[config.mk]
export PLATFORM = sky130hd
export DESIGN_NAME = luc_norm_div
export DESIGN_NICKNAME = d
export VERILOG_FILES = /design/src/luc_pkg.sv /design/src/luc_norm_div.sv
export SDC_FILE = /design/constraint.sdc
export NUM_CORES = 2
export LEC_CHECK = 0
export BUFFER_PORTS_ARGS = -buffer_cell sky130_fd_sc_hd__buf_4
export CORE_ASPECT_RATIO = 1.75
export CORE_MARGIN = 2
export CORE_UTILIZATION = 50
export DETAILED_ROUTE_END_ITERATION = 12
export GPL_TIMING_DRIVEN = 0
export HOLD_SLACK_MARGIN = 0.08
export PLACE_DENSITY = 0.68
export SLEW_MARGIN = 20
export SYNTH_ARGS = -nofsm -noshare
export SYNTH_HDL_FRONTEND = slang
export SYNTH_SLANG_ARGS = --single-unit
[constraint.sdc]
create_clock -name aclk -period 10.3 [get_ports aclk]
set_clock_uncertainty 0.1 [all_clocks]
set_input_delay 0.515 -clock aclk [delete_from_list [all_inputs] [get_ports aclk]]
set_output_delay 0.515 -clock aclk [all_outputs]
set_load 0.02 [all_outputs]
[src/luc_pkg.sv]
// Shared types, constants and register codes of the lens undistortion coordinate map.
package luc_pkg;

    // Image size that sets the inside test.
    localparam int IMAGE_WIDTH  = 1024;
    localparam int IMAGE_HEIGHT = 1024;

    // Pipeline shape: divider stages, quotient bits retired per stage, latencies.
    localparam int DIV_STAGES = 8;
    localparam int DIV_STEPS  = 4;
    localparam int DIV_LAT    = DIV_STAGES + 2;
    localparam int MAP_LAT    = 10;
    localparam int PIPE_LAT   = DIV_LAT + MAP_LAT;

    // Fixed-point limits in Q.28.
    localparam logic [34:0]        R2_LIM  = 35'd1073741824;
    localparam logic signed [30:0] NORM_POS = 31'sd536870912;
    localparam logic signed [30:0] NORM_NEG = -31'sd536870912;
    localparam logic signed [39:0] Q28_ONE = 40'sd268435456;
    localparam logic signed [39:0] FAC_HI  = 40'sd2147483647;
    localparam logic signed [39:0] FAC_LO  = -40'sd2147483648;

    // Configuration register indexes.
    typedef enum logic [3:0] {
        REG_K1 = 4'd0,
        REG_K2 = 4'd1,
        REG_P1 = 4'd2,
        REG_P2 = 4'd3,
        REG_FX = 4'd4,
        REG_FY = 4'd5,
        REG_CX = 4'd6,
        REG_CY = 4'd7
    } luc_reg_t;

    // Configuration register file.
    typedef struct packed {
        logic signed [31:0] k1;
        logic signed [31:0] k2;
        logic signed [31:0] p1;
        logic signed [31:0] p2;
        logic [23:0]        fx;
        logic [23:0]        fy;
        logic [23:0]        cx;
        logic [23:0]        cy;
    } luc_cfg_t;

    localparam luc_cfg_t CFG_RESET = '{
        k1: -32'sd76076785,
        k2: 32'sd19853237,
        p1: 32'sd51966,
        p2: 32'sd4730,
        fx: 24'd1878647,
        fy: 24'd1873084,
        cx: 24'd1504113,
        cy: 24'd1017344
    };

    // One stage of the normalizing divider.
    typedef struct packed {
        logic [24:0] rem;
        logic [31:0] quo;
        logic [23:0] div;
        logic        neg;
        logic        sat;
        logic        zero;
    } luc_div_t;

endpackage

[src/luc_norm_div.sv]
// Pipelined normalizing divider: (coord*4096 - center) * 2^28 / focal, saturated to +-2.0.
module luc_norm_div
    import luc_pkg::*;
(
    input  logic               aclk,
    input  logic               en,
    input  logic [11:0]        coord,
    input  logic [23:0]        center,
    input  logic [23:0]        focal,
    output logic signed [30:0] norm
);

    logic signed [24:0] diff;
    logic [23:0]        mag;
    luc_div_t           st_reg [0:DIV_STAGES];
    luc_div_t           st_next [0:DIV_STAGES-1];
    logic [28:0]        quo_mag;
    logic signed [30:0] norm_next;
    logic signed [30:0] norm_reg;

    // Offset from the principal point and its magnitude.
    always_comb begin
        diff = $signed({1'b0, coord, 12'd0}) - $signed({1'b0, center});
        mag  = diff[24] ? 24'(-diff) : diff[23:0];
    end

    // Entry stage: a quotient of 2.0 or more saturates, so only 29 bits are needed.
    always_ff @(posedge aclk) begin
        if (en) begin
            st_reg[0].rem  <= {1'b0, mag};
            st_reg[0].quo  <= '0;
            st_reg[0].div  <= focal;
            st_reg[0].neg  <= diff[24];
            st_reg[0].sat  <= {1'b0, mag} >= {focal, 1'b0};
            st_reg[0].zero <= diff == 25'sd0;
        end
    end

    // Restoring division stages, a few quotient bits each.
    for (genvar k = 0; k < DIV_STAGES; k++) begin : g_stage
        always_comb begin
            logic        ge;
            logic [24:0] rn;
            st_next[k] = st_reg[k];
            for (int i = 0; i < DIV_STEPS; i++) begin
                ge = st_next[k].rem >= {1'b0, st_next[k].div};
                rn = ge ? st_next[k].rem - {1'b0, st_next[k].div} : st_next[k].rem;
                st_next[k].rem = {rn[23:0], 1'b0};
                st_next[k].quo = {st_next[k].quo[30:0], ge};
            end
        end

        always_ff @(posedge aclk) begin
            if (en) begin
                st_reg[k+1] <= st_next[k];
            end
        end
    end

    // The quotient carries three extra fraction bits; drop them and apply the sign.
    always_comb begin
        quo_mag = st_reg[DIV_STAGES].quo[31:3];
        if (st_reg[DIV_STAGES].zero) begin
            norm_next = '0;
        end else if (st_reg[DIV_STAGES].sat) begin
            norm_next = st_reg[DIV_STAGES].neg ? NORM_NEG : NORM_POS;
        end else if (st_reg[DIV_STAGES].neg) begin
            norm_next = -$signed({2'b00, quo_mag});
        end else begin
            norm_next = $signed({2'b00, quo_mag});
        end
    end

    always_ff @(posedge aclk) begin
        if (en) begin
            norm_reg <= norm_next;
        end
    end

    assign norm = norm_reg;

endmodule

==> metrics <==
outcome finished with violations; failing checks setup timing; post-synthesis compound-gate area fraction 21.7%; Slew Viols, Final 0; XOR/XNOR Fraction of Synth Area 8.91%; GR Util met1 29.5%; Req. time, crit path 10.59 ns; post-synth cell types 111; setup repair after global routing missed its margin yes; Synth Flop Type edfxtp_1; period utilization 106%; Worst Setup EP st_reg[0][323]; CTS tree yes; CP Launch Type flop; clock buffer depth 3; DR vias 55,649; Largest register FFs 552; Adder-Cell Fraction of Synth Area 15.2%; RR Startpoint st_reg[0][190]; Final ANT Viol Nets 0; Final Core Density 65.5%; Rel. slew slack 51.2%; Mapped Cells 6,545; routed wire length 209,000 um; sequential share of the synthesized area 29.4%; yosys synthesis warning count 0; # DRC 0; # port buffers 88; Clk Tree Root Cell clkbuf_16; I/O pin total 93; Synth Cell Area 59,600 um^2; row cnt 167; asr flop ratio synth 0%; hpwl dp 153,000 um; post-synthesis mux area share 7.06%; Die Wd 265 um; clock-pin slew on the worst setup and hold paths 0.06 ns; first-pass GRT wire length 302,000 um; Tot GR Track Use 31.9%; post-synth net total 7,327; Core Box Area 118,000 um^2; worst hold stages 1; Clock Sink Count 583; hold crit path type in2reg; Synth Register Bits 583; Worst-Skew Late Latency 0.68 ns; Setup crit end kind flop; crit path DAT 11.21 ns; Overflow after GRT 0; most utilized layer in the global route result met2; worst reg2reg setup slack -0.62 ns; Worst R2R End st_reg[0][323]; critical path's slowest cell edfxtp_1; die area 122,000 um^2; Max Cap Viol 0; PnR worst setup slack -0.623 ns; Final setup viols 88; H-tree Lvls 2; Avg Vias per Cell 6.21; min Tclk post-route 10.92 ns; Avg WL per Cell 23.3 um; largest family of logic cells by synthesized area compound AO/OA/AOI/OAI gates; setup_tns -20.80 ns; DR iter-0 viols 3,150; Syn Area/Cell 9.11 um^2; Final Hold Viols 0; CTS buffer count 57; 1st-pass router iterations 5; critical path peak fanout 8; Max Clock Freq 91.6 MHz; worst setup path startpoint st_reg[0][190]; Worst-Margin Slew 0.729 ns; largest net degree at the start of global routing 106; crit-path max cell delay 0.54 ns; vias in the first global route 54,589; met3 Resource Use GR 3.65%; layout cell share with drive strength beyond 1 30.7%; nets 8,182; Post-synth EDFFs 583; chip height 461 um; simple-gate portion of the synthesized area 14.1%; grt met2 use 60.1%; initial antenna violation count 2; Final Wtd Congestion 0.990; Crit Path Category reg2reg; R2R cell count 46; P&R area growth vs syn 30.0%; Initial Util 50.4%
## synthesized netlist by cell type (17+ instances only)
library cell / instances / area share, %
ha_1: 712 / 15
a21oi_1: 599 / 5.0
edfxtp_1: 583 / 29
nor2_1: 484 / 3.0
nand2_1: 423 / 2.7
o21ai_0: 412 / 3.5
xnor2_1: 406 / 6.0
inv_1: 396 / 2.5
mux2_2: 298 / 5.6
a21o_1: 285 / 3.6
xor2_1: 199 / 2.9
nor3_1: 123 / 1.0
nand3_1: 115 / 0.97
o21a_1: 114 / 1.4
nand2b_1: 97 / 1.0
nand4_1: 85 / 0.89
o21bai_1: 84 / 1.1
nor2b_1: 77 / 0.81
a211oi_1: 68 / 0.86
and3_1: 60 / 0.63
o31ai_1: 59 / 0.74
a31oi_1: 57 / 0.60
clkbuf_1: 49 / 0.31
or3_1: 46 / 0.48
and2_1: 45 / 0.47
buf_2: 40 / 0.34
and4_1: 32 / 0.47
nor4_1: 30 / 0.31
o211ai_1: 30 / 0.38
mux2_1: 28 / 0.53
mux2i_1: 27 / 0.45
o31a_1: 25 / 0.37
or2_2: 24 / 0.25
a22oi_1: 22 / 0.28
a31o_2: 21 / 0.31
buf_1: 21 / 0.13
a211o_1: 20 / 0.29
a21boi_0: 20 / 0.25
or4_1: 18 / 0.23
mux2_4: 17 / 0.43
## stage by stage
step	instance area, um^2	hold WS, ns	std cells	setup slack [ns]
3_3_place_gp	62400	0.300	8154	-3.98
6_report	77500	0.177	8967	-0.623
4_1_cts	71900	0.139	8668	-0.470
5_1_grt	77500	0.158	8967	-0.962
3_5_place_dp	62600	0.305	8160	-3.99
2_1_floorplan	59900	0.300	6545	0.00952
## routing by layer
metal	up-vias	wire length, um
met5	-	0
met4	0	25000
met3	992	8890
met2	1988	107000
met1	26458	68500
li1	26211	-
## kinds of logic after synthesis
family,Yosys count
and+or+nand+nor,1714
adders and majority gates,720
xor gates and xnor gates,606
muxes,371
AOI/OAI and AO/OA,2013
DFF,583
buffers and inverters,538
## layout make-up
cell class,instances,area [um^2]
diodes,1,2.50
well taps,1521,1900
inverters,412,1840
clock buffers,66,1480
clock inverters,38,407
multi-input cells,5424,46100
plain buffers,113,1460
repair buffers,809,6800
flip-flops and latches,583,17500
fillers,9180,40800
## cell usage in the layout (no fill, tap or decap), types with 95 or more instances in the layout
master,count
mux2_2,229
mux2_4,113
a21o_1,284
o21a_1,112
nand3_1,104
ha_4,183
nand2_1,405
ha_1,475
inv_1,266
xor2_1,199
nand2b_1,95
buf_4,726
nor3_1,97
nor2_1,453
xnor2_1,404
edfxtp_1,583
a21oi_1,480
o21ai_0,287
## what timing repair did
item | CTS | global route
hold endpoints to repair | 25 | 0
pin swaps | 258 | 332
endpoints found under the setup margin | 175 | 175
cloned | 9 | 14
hold buffers | 25 | 0
gates resized for setup | 971 | 688
buffers inserted | 379 | 291
## critical path, delay by kind of cell, from the launching register on
kind                     cells  cell delay (ns)
AND/OR/NAND/NOR             10             1.95
buffers and inverters        9             1.45
AO/OA/AOI/OAI               20             4.34
flip-flops                   1             0.54
adder cells (fa/ha/maj)      4             1.24
multiplexers                 3             1.00
## worst min path at each step
stage | from | end | slack [ns]
after CTS | center[2] | st_reg[0][61] | 0.14
after global routing | center[2] | st_reg[0][61] | 0.16
final | en | st_reg[0][249] | 0.18
after detailed placement | st_reg[0][372] | st_reg[0][460] | 0.30
after floorplan | st_reg[0][84] | st_reg[0][168] | 0.30
after global placement | st_reg[0][621] | st_reg[0][709] | 0.30
Power is not shown: default switching activity piles up to over one toggle a cycle in this logic, so the estimate is an artifact.
